===== src/rtl/nsr_pkg.sv =====
// shared types and constants for the newton square root block
`default_nettype none
package nsr_pkg;

  localparam int FRAC_BITS = 32;
  localparam int XW        = 64;
  localparam int HALF      = XW / 2;
  localparam int WW        = 2 * XW;
  localparam int STEPW     = 6;
  localparam int TOLW      = 32;
  localparam int CNTW      = 6;
  localparam int DIV_STEPS = XW;
  localparam int CFGW      = 2;

  localparam logic [XW-1:0]    ONE           = XW'(1) << FRAC_BITS;
  localparam logic [STEPW-1:0] MAX_STEPS_RST = 6'd50;
  localparam logic [TOLW-1:0]  TOL_RST       = 32'd1;

  // configuration register indexes
  localparam logic [CFGW-1:0] CFG_MAX_STEPS = 2'd0;
  localparam logic [CFGW-1:0] CFG_TOLERANCE = 2'd1;

  typedef enum logic [2:0] {
    ST_IDLE,
    ST_SQ,
    ST_DIFF,
    ST_CMP,
    ST_DECIDE,
    ST_DIV,
    ST_UPD,
    ST_FIN
  } state_t;

  // which 32x32 partial product of x*x to form
  typedef enum logic [1:0] {
    MUL_NONE,
    MUL_LL,
    MUL_LH,
    MUL_HH
  } mul_sel_t;

  typedef struct packed {
    logic     load;
    logic     sq_clr;
    mul_sel_t mul_sel;
    logic     acc_en;
    logic     diff_en;
    logic     chk_en;
    logic     div_init;
    logic     div_step;
    logic     upd;
    logic     out_load;
  } cmd_t;

  typedef struct packed {
    logic miss;
    logic at_limit;
  } sts_t;

endpackage
`default_nettype wire


===== src/rtl/nsr_dp.sv =====
// datapath: estimate, squaring by partial products, error check, radix-2 divider
`default_nettype none
module nsr_dp (
  input  wire logic                           clk,
  input  wire logic                           rst_n,
  input  wire nsr_pkg::cmd_t                  cmd,
  output nsr_pkg::sts_t                       sts,
  input  wire logic [nsr_pkg::XW-1:0]         in_radicand,
  input  wire logic                           cfg_we,
  input  wire logic [nsr_pkg::CFGW-1:0]       cfg_index,
  input  wire logic [nsr_pkg::TOLW-1:0]       cfg_data,
  output logic      [nsr_pkg::XW-1:0]         root,
  output logic      [nsr_pkg::STEPW-1:0]      steps_used,
  output logic                                converged
);

  logic [nsr_pkg::STEPW-1:0] max_steps_r;
  logic [nsr_pkg::TOLW-1:0]  tol_r;

  logic [nsr_pkg::XW-1:0]    b_r;
  logic [nsr_pkg::XW-1:0]    x_r;
  logic [nsr_pkg::STEPW-1:0] steps_r;
  logic [nsr_pkg::WW-1:0]    acc_r;
  logic [nsr_pkg::XW-1:0]    prod_r;
  nsr_pkg::mul_sel_t         psel_r;
  logic [nsr_pkg::WW-1:0]    diff_r;
  logic                      miss_r;
  logic [nsr_pkg::XW-1:0]    rem_r;
  logic [nsr_pkg::XW-1:0]    num_r;
  logic [nsr_pkg::XW-1:0]    quo_r;
  logic                      sat_r;
  logic [nsr_pkg::XW-1:0]    root_r;
  logic [nsr_pkg::STEPW-1:0] steps_out_r;
  logic                      conv_r;

  logic [nsr_pkg::WW-1:0]    target;
  logic [nsr_pkg::WW-1:0]    tol_w;
  logic [nsr_pkg::HALF-1:0]  mul_a;
  logic [nsr_pkg::HALF-1:0]  mul_b;
  logic [nsr_pkg::XW-1:0]    prod_nxt;
  logic [nsr_pkg::WW-1:0]    addend;
  logic [nsr_pkg::XW:0]      trial;
  logic                      trial_ge;
  logic [nsr_pkg::XW:0]      trial_diff;
  logic [nsr_pkg::XW-1:0]    quo_sel;
  logic [nsr_pkg::XW:0]      sum;

  assign target = nsr_pkg::WW'(b_r) << nsr_pkg::FRAC_BITS;
  assign tol_w  = nsr_pkg::WW'(tol_r) << nsr_pkg::FRAC_BITS;

  // configuration registers
  always_ff @(posedge clk) begin
    if (!rst_n) begin
      max_steps_r <= nsr_pkg::MAX_STEPS_RST;
      tol_r       <= nsr_pkg::TOL_RST;
    end else if (cfg_we) begin
      unique case (cfg_index)
        nsr_pkg::CFG_MAX_STEPS: max_steps_r <= cfg_data[nsr_pkg::STEPW-1:0];
        nsr_pkg::CFG_TOLERANCE: tol_r       <= cfg_data;
        default: ;
      endcase
    end
  end

  // one 32x32 multiplier, shared over the three partial products of x*x
  always_comb begin
    mul_a = x_r[nsr_pkg::HALF-1:0];
    mul_b = x_r[nsr_pkg::HALF-1:0];
    case (cmd.mul_sel)
      nsr_pkg::MUL_LH: mul_b = x_r[nsr_pkg::XW-1:nsr_pkg::HALF];
      nsr_pkg::MUL_HH: begin
        mul_a = x_r[nsr_pkg::XW-1:nsr_pkg::HALF];
        mul_b = x_r[nsr_pkg::XW-1:nsr_pkg::HALF];
      end
      default: ;
    endcase
    prod_nxt = mul_a * mul_b;
  end

  // cross term counts twice, so it lands one bit above its weight
  always_comb begin
    case (psel_r)
      nsr_pkg::MUL_LL: addend = nsr_pkg::WW'(prod_r);
      nsr_pkg::MUL_LH: addend = nsr_pkg::WW'(prod_r) << (nsr_pkg::HALF + 1);
      nsr_pkg::MUL_HH: addend = nsr_pkg::WW'(prod_r) << nsr_pkg::XW;
      default:         addend = '0;
    endcase
  end

  // restoring divide step; the shifted-out top bit makes the trial 65 bits
  assign trial      = {rem_r, num_r[nsr_pkg::XW-1]};
  assign trial_ge   = trial >= {1'b0, x_r};
  assign trial_diff = trial - {1'b0, x_r};
  assign quo_sel    = sat_r ? '1 : quo_r;
  assign sum        = {1'b0, quo_sel} + {1'b0, x_r};

  always_ff @(posedge clk) begin
    prod_r <= prod_nxt;
    psel_r <= cmd.mul_sel;
    if (cmd.load) begin
      b_r     <= in_radicand;
      x_r     <= nsr_pkg::ONE;
      steps_r <= '0;
    end else if (cmd.upd) begin
      x_r     <= sum[nsr_pkg::XW:1];
      steps_r <= steps_r + 1'b1;
    end
    if (cmd.sq_clr) begin
      acc_r <= '0;
    end else if (cmd.acc_en) begin
      acc_r <= acc_r + addend;
    end
    if (cmd.diff_en) begin
      diff_r <= (acc_r >= target) ? (acc_r - target) : (target - acc_r);
    end
    if (cmd.chk_en) begin
      miss_r <= diff_r > tol_w;
    end
    if (cmd.div_init) begin
      rem_r <= target[nsr_pkg::WW-1:nsr_pkg::XW];
      num_r <= target[nsr_pkg::XW-1:0];
      quo_r <= '0;
      sat_r <= (x_r == '0) || (target[nsr_pkg::WW-1:nsr_pkg::XW] >= x_r);
    end else if (cmd.div_step) begin
      rem_r <= trial_ge ? trial_diff[nsr_pkg::XW-1:0] : trial[nsr_pkg::XW-1:0];
      num_r <= {num_r[nsr_pkg::XW-2:0], 1'b0};
      quo_r <= {quo_r[nsr_pkg::XW-2:0], trial_ge};
    end
    if (cmd.out_load) begin
      root_r      <= x_r;
      steps_out_r <= steps_r;
      conv_r      <= !miss_r;
    end
  end

  assign sts.miss     = miss_r;
  assign sts.at_limit = steps_r >= max_steps_r;

  assign root       = root_r;
  assign steps_used = steps_out_r;
  assign converged  = conv_r;

  a_load_init: assert property (@(posedge clk) disable iff (!rst_n)
    cmd.load |=> (x_r == nsr_pkg::ONE && steps_r == '0))
    else $error("estimate not reset to one on load");

  a_upd_count: assert property (@(posedge clk) disable iff (!rst_n)
    cmd.upd |=> steps_r == nsr_pkg::STEPW'($past(steps_r) + 1'b1))
    else $error("step count not advanced on update");

  a_out_conv: assert property (@(posedge clk) disable iff (!rst_n)
    cmd.out_load |=> converged == !$past(miss_r))
    else $error("converged flag does not follow last check");

endmodule
`default_nettype wire


===== src/rtl/nsr_ctrl.sv =====
// controller state machine sequencing squaring, check, divide and update
`default_nettype none
module nsr_ctrl (
  input  wire logic          clk,
  input  wire logic          rst_n,
  input  wire logic          in_tvalid,
  output logic               in_tready,
  output logic               out_tvalid,
  input  wire logic          out_tready,
  input  wire nsr_pkg::sts_t sts,
  output nsr_pkg::cmd_t      cmd
);

  nsr_pkg::state_t           state_r, state_nxt;
  logic [nsr_pkg::CNTW-1:0]  cnt_r, cnt_nxt;
  logic                      out_valid_r, out_valid_nxt;

  always_ff @(posedge clk) begin
    if (!rst_n) begin
      state_r     <= nsr_pkg::ST_IDLE;
      cnt_r       <= '0;
      out_valid_r <= 1'b0;
    end else begin
      state_r     <= state_nxt;
      cnt_r       <= cnt_nxt;
      out_valid_r <= out_valid_nxt;
    end
  end

  always_comb begin
    state_nxt = state_r;
    cnt_nxt   = cnt_r;
    cmd       = '0;
    in_tready = 1'b0;
    unique case (state_r)
      nsr_pkg::ST_IDLE: begin
        in_tready = 1'b1;
        if (in_tvalid) begin
          cmd.load  = 1'b1;
          cnt_nxt   = '0;
          state_nxt = nsr_pkg::ST_SQ;
        end
      end
      nsr_pkg::ST_SQ: begin
        // multiply result is registered ahead of the accumulate
        cmd.sq_clr = (cnt_r == '0);
        cmd.acc_en = (cnt_r != '0);
        case (cnt_r[1:0])
          2'd0:    cmd.mul_sel = nsr_pkg::MUL_LL;
          2'd1:    cmd.mul_sel = nsr_pkg::MUL_LH;
          2'd2:    cmd.mul_sel = nsr_pkg::MUL_HH;
          default: cmd.mul_sel = nsr_pkg::MUL_NONE;
        endcase
        cnt_nxt = cnt_r + 1'b1;
        if (cnt_r == nsr_pkg::CNTW'(3)) begin
          cnt_nxt   = '0;
          state_nxt = nsr_pkg::ST_DIFF;
        end
      end
      nsr_pkg::ST_DIFF: begin
        cmd.diff_en = 1'b1;
        state_nxt   = nsr_pkg::ST_CMP;
      end
      nsr_pkg::ST_CMP: begin
        cmd.chk_en = 1'b1;
        state_nxt  = nsr_pkg::ST_DECIDE;
      end
      nsr_pkg::ST_DECIDE: begin
        if (sts.miss && !sts.at_limit) begin
          cmd.div_init = 1'b1;
          cnt_nxt      = '0;
          state_nxt    = nsr_pkg::ST_DIV;
        end else begin
          state_nxt = nsr_pkg::ST_FIN;
        end
      end
      nsr_pkg::ST_DIV: begin
        cmd.div_step = 1'b1;
        cnt_nxt      = cnt_r + 1'b1;
        if (cnt_r == nsr_pkg::CNTW'(nsr_pkg::DIV_STEPS - 1)) begin
          cnt_nxt   = '0;
          state_nxt = nsr_pkg::ST_UPD;
        end
      end
      nsr_pkg::ST_UPD: begin
        cmd.upd   = 1'b1;
        cnt_nxt   = '0;
        state_nxt = nsr_pkg::ST_SQ;
      end
      nsr_pkg::ST_FIN: begin
        // wait for the output register to free up
        if (!out_valid_r || out_tready) begin
          cmd.out_load = 1'b1;
          state_nxt    = nsr_pkg::ST_IDLE;
        end
      end
      default: state_nxt = nsr_pkg::ST_IDLE;
    endcase
  end

  always_comb begin
    out_valid_nxt = out_valid_r;
    if (cmd.out_load) begin
      out_valid_nxt = 1'b1;
    end else if (out_tready) begin
      out_valid_nxt = 1'b0;
    end
  end

  assign out_tvalid = out_valid_r;

  a_upd_after_div: assert property (@(posedge clk) disable iff (!rst_n)
    state_r == nsr_pkg::ST_UPD |-> $past(state_r) == nsr_pkg::ST_DIV)
    else $error("update entered without a finished divide");

  a_limit_stops: assert property (@(posedge clk) disable iff (!rst_n)
    (state_r == nsr_pkg::ST_DECIDE && sts.at_limit) |=> state_r == nsr_pkg::ST_FIN)
    else $error("iteration continued past the step limit");

  a_accept_starts: assert property (@(posedge clk) disable iff (!rst_n)
    (in_tvalid && in_tready) |=> (state_r == nsr_pkg::ST_SQ && !in_tready))
    else $error("accepted transfer did not start the squaring");

endmodule
`default_nettype wire


===== src/rtl/newton_square_root.sv =====
// Each Newton step squares the estimate, checks the error, then divides in the one-bit-per-cycle divider and updates.
// One item in flight; the next is taken once the result sits in the output register.
// Reset (rst_n low, synchronous) idles the block and sets max_steps 50, tolerance 1.
`default_nettype none
module newton_square_root (
  input  wire logic        clk,
  input  wire logic        rst_n,
  input  wire logic        in_tvalid,
  output logic             in_tready,
  input  wire logic [63:0] in_tdata,   // [63:0] radicand
  output logic             out_tvalid,
  input  wire logic        out_tready,
  output logic [71:0]      out_tdata,  // [63:0] root, [69:64] steps_used, [71:70] zero
  output logic             out_tuser,  // [0] converged
  input  wire logic        cfg_valid,
  output logic             cfg_ready,
  input  wire logic [1:0]  cfg_index,
  input  wire logic [31:0] cfg_data
);

  nsr_pkg::cmd_t                 cmd;
  nsr_pkg::sts_t                 sts;
  logic [nsr_pkg::XW-1:0]        root;
  logic [nsr_pkg::STEPW-1:0]     steps_used;
  logic                          converged;

  assign cfg_ready = 1'b1;

  nsr_ctrl u_ctrl (
    .clk        (clk),
    .rst_n      (rst_n),
    .in_tvalid  (in_tvalid),
    .in_tready  (in_tready),
    .out_tvalid (out_tvalid),
    .out_tready (out_tready),
    .sts        (sts),
    .cmd        (cmd)
  );

  nsr_dp u_dp (
    .clk         (clk),
    .rst_n       (rst_n),
    .cmd         (cmd),
    .sts         (sts),
    .in_radicand (in_tdata),
    .cfg_we      (cfg_valid & cfg_ready),
    .cfg_index   (cfg_index),
    .cfg_data    (cfg_data),
    .root        (root),
    .steps_used  (steps_used),
    .converged   (converged)
  );

  assign out_tdata = {2'b00, steps_used, root};
  assign out_tuser = converged;

endmodule
`default_nettype wire


===== config.mk =====
export PLATFORM = sky130hd
export DESIGN_NAME = newton_square_root
export DESIGN_NICKNAME = d
export VERILOG_FILES = /design/src/rtl/nsr_pkg.sv /design/src/rtl/nsr_dp.sv /design/src/rtl/nsr_ctrl.sv /design/src/rtl/newton_square_root.sv
export SDC_FILE = /design/constraint.sdc
export NUM_CORES = 2
export LEC_CHECK = 0
export BUFFER_PORTS_ARGS = -buffer_cell sky130_fd_sc_hd__buf_2
export CAP_MARGIN = 20
export CORE_AREA = 2 2 475 429
export CTS_CLUSTER_DIAMETER = 200
export CTS_CLUSTER_SIZE = 30
export DETAILED_ROUTE_END_ITERATION = 10
export DIE_AREA = 0 0 477 431
export PLACE_DENSITY = 0.58
export SKIP_LAST_GASP = 1
export SYNTH_ARGS = -nofsm -noshare
export SYNTH_HDL_FRONTEND = slang
export SYNTH_SLANG_ARGS = --single-unit

===== constraint.sdc =====
create_clock -name clk -period 14.9 [get_ports clk]
set_clock_uncertainty 0.15 [all_clocks]
set_input_delay 2.235 -clock clk [delete_from_list [all_inputs] [get_ports clk]]
set_output_delay 2.235 -clock clk [all_outputs]
set_load 0.005 [all_outputs]

==> flow_metrics.py <==
metrics = {
    "outcome": {
        "status": "completed",
    },
    "synth": {
        "synth_most_common_cell": "nand2_1",
        "ys_warn_count": 0,
        "ys_seq_area_frac": 0.2101,
        "syn_inst": 10350,
        "synth-seq-cells": 737,
        "ys_types": 100,
        "synthTopCellsByArea": "fa_1, edfxtp_1, ha_1",
        "synth_edf_count": 329,
        "yosys.area.top_type": "fa_1",
        "syn-mean-instance-area_um2": 8.300,
        "ys.flop_type": "dfxtp_1",
        "netlist_area_um2": 85890,
        "ys_top_cells_by_count": "nand2_1, inv_1, nor2_1",
        "async_flop_share": 0,
        "synth.top_cell.area_share": 0.2098,
    },
    "power": {
        "p_per_area_nw_per_um2": 63.92,
        "leakage_nw": 40.31,
        "peakVddDrop_mv": 0.2211,
        "total_power_mw": 5.822,
    },
    "timing": {
        "hold_violations": 0,
        "fmax_mhz": 84.15,
        "fin_crit_sh": 0.7975,
        "drv_slew": 0,
        "setup_viol": 0,
        "setup_tns_ns": 0,
        "min_period_ns": 11.88,
        "worstMarginPinSlew_ns": 1.336,
        "rsz0062_at_grt": "false",
        "relSlewSlack": 0.1010,
    },
    "critical_path": {
        "crit_top_cell": "fa_1",
        "worstPathArrival_ns": 12.41,
        "r2r_slack_ns": 3.02,
        "crit_family": "adder cells",
        "crit_path_top_delay_cell": "nor2_4",
        "regToRegEndpoint": "u_dp.prod_r[60]$_DFF_P_",
        "critPathBufInv": 7,
        "cp.depth": 33,
        "reg2reg_depth": 33,
        "worstSetupPathType": "reg2reg",
        "endpoint_kind": "flop",
        "crit_required_ns": 15.42,
        "start_kind": "flop",
        "max_stage_delay_ns": 0.76,
        "r2r_start": "u_ctrl.state_r[0]$_SDFFE_PN0P_",
        "crit_fanout": 36,
    },
    "global_route": {
        "grt_first_pass_wirelength_um": 521000,
        "grt_pass1_vias": 75130,
        "overflow": 0,
        "grt_max_degree": 97,
        "antenna_found_initial": 20,
        "track_usage": 0.3427,
    },
    "clock_tree": {
        "cts-resized-gates": 0,
        "h-tree-depth": 1,
        "cts_sinks": 737,
        "post_cts_buffers": 0,
        "clk_pin_slew_ns": 0.13,
        "cts_buffer_depth": 3,
        "cts_tree": "built",
        "cts_made_buffers": 28,
        "clock_latency_ns": 0.80,
        "clockRootBuffer": "clkbuf_16",
        "postCtsHoldBufs": 0,
    },
    "floorplan": {
        "rows": 156,
        "ioPinCount": 179,
        "start_util": 0.4285,
        "core_area_um2": 200500,
        "die_h_um": 431,
        "die_area_um2": 205600,
        "fp.dieW_um": 477,
    },
    "detailed_routing": {
        "post-route-drc-count": 0,
        "detail_route.wl_per_cell_um": 27.70,
        "final_antenna_net_count": 0,
        "firstDrtPassIters": 8,
        "via_count": 77230,
        "drt_iter0_drc": 8864,
        "routed_wl_um": 358900,
        "vias_per_cell": 5.961,
    },
    "cells_and_area": {
        "final_cells": 12960,
        "drive_gt1_frac": 0.06216,
        "nets": 11970,
        "syn_to_final_growth_pct": 6.046,
        "fillCellCount": 20060,
    },
    "flow_run": {
        "cap_violations": 0,
    },
    "min_path": {
        "whs_path_depth": 0,
        "hold_start": "u_dp.x_r[16]$_SDFFE_PP0N_",
        "hold_path.class": "reg2reg",
        "min_to": "u_dp.root[16]$_DFFE_PP_",
    },
    "placement": {
        "place.gp.congestion": 1.002,
        "dp_cells": 12890,
        "dp_hpwl_um": 285000,
        "portBuffers": 175,
    },
}
[stage by stage]
step	utilization	worst slack (ns)	hold slack [ns]	cell area (um^2)
detailed placement	0.4500	3.208	0.2764	90200
global placement	0.4496	3.329	0.2683	90120
CTS	0.4541	3.092	0.3109	91020
finish	0.4544	3.017	0.3078	91080
floorplan	-	3.872	0.2816	85890
global route	0.4543	2.364	0.3348	91070
[flip-flops by register name, indices dropped and copies added, names as in the netlist]
signal             cells
u_dp.converged         1
u_dp.rem_r            64
u_dp.max_steps_r       6
u_dp.psel_r            2
u_dp.num_r            32
u_dp.prod_r           64
u_dp.x_r              64
u_dp.b_r              64
u_dp.diff_r          128
u_dp.steps_used        6
u_dp.sat_r             1
u_dp.quo_r            64
u_dp.tol_r            32
u_ctrl.cnt_r           6
u_dp.root             64
u_dp.acc_r           128
u_dp.steps_r           6
u_ctrl.out_tvalid      1
u_dp.miss_r            1
u_ctrl.state_r         3
[metal layers]
layer,track usage,share of wire
met5,0,0.00019
met2,0.4847,0.40
met1,0.5039,0.45
met4,0.1122,0.039
met3,0.08942,0.11
[worst max-delay path by stage]
stage	from	to
floorplan	u_ctrl.state_r[1]$_SDFFE_PN0P_	u_ctrl.state_r[1]$_SDFFE_PN0P_
global placement	u_ctrl.state_r[0]$_SDFFE_PN0P_	u_dp.prod_r[60]$_DFF_P_
detailed placement	u_ctrl.state_r[0]$_SDFFE_PN0P_	u_dp.prod_r[60]$_DFF_P_
CTS	u_ctrl.state_r[0]$_SDFFE_PN0P_	u_dp.prod_r[60]$_DFF_P_
global route	u_ctrl.state_r[0]$_SDFFE_PN0P_	u_dp.prod_r[60]$_DFF_P_
finish	u_ctrl.state_r[0]$_SDFFE_PN0P_	u_dp.prod_r[60]$_DFF_P_
[cells in the final DEF (no fill, tap or decap), types with 107 or more instances in the layout]
master / netlist / layout
nand2_1: 1301 / 1297
inv_1: 1283 / 1281
nor2_1: 1007 / 1005
fa_1: 900 / 900
a21oi_1: 784 / 759
ha_1: 719 / 719
o21ai_0: 630 / 624
dfxtp_1: 408 / 407
edfxtp_1: 329 / 329
a21o_1: 308 / 308
xnor2_1: 260 / 260
buf_4: 3 / 203
buf_2: 17 / 179
nand4_1: 165 / 165
xor2_1: 163 / 163
o21bai_1: 129 / 129
nand3_1: 108 / 107
[cells by family (layout without fill, tap and decap cells)]
kind of cell | Yosys count | in the layout | share of synthesized area
AOI/OAI and AO/OA | 2431 | 2431 | 0.1746
xor gates and xnor gates | 423 | 423 | 0.04313
adders and majority gates | 1619 | 1619 | 0.3145
buffers and inverters | 1808 | 1723 | 0.07957
DFF | 737 | 737 | 0.2101
muxes | 84 | 84 | 0.009819
other | 2 | 9 | 0.00008744
and+or+nand+nor | 3244 | 3244 | 0.1681
[report_power, final]
group	internal, mW	leakage, nW	switching [mW]
Clock	0.366	0.389	0.731
Sequential	2.30	6.33	0.0978
Combinational	0.796	33.6	1.53
[layout make-up]
type                       instances  area (um^2)  share of cell area
timing repair buffer             388         2520             0.02767
clock buffer                      49        779.5            0.008558
antenna                            6        15.01           0.0001648
tap                             2686         3361             0.03690
inverter                        1284         4822             0.05294
multi-input combinational       7804        61490              0.6751
clock inverter                     2        46.29           0.0005083
sequential                       737        18050              0.1982
Power figures use the tool's default switching activity.
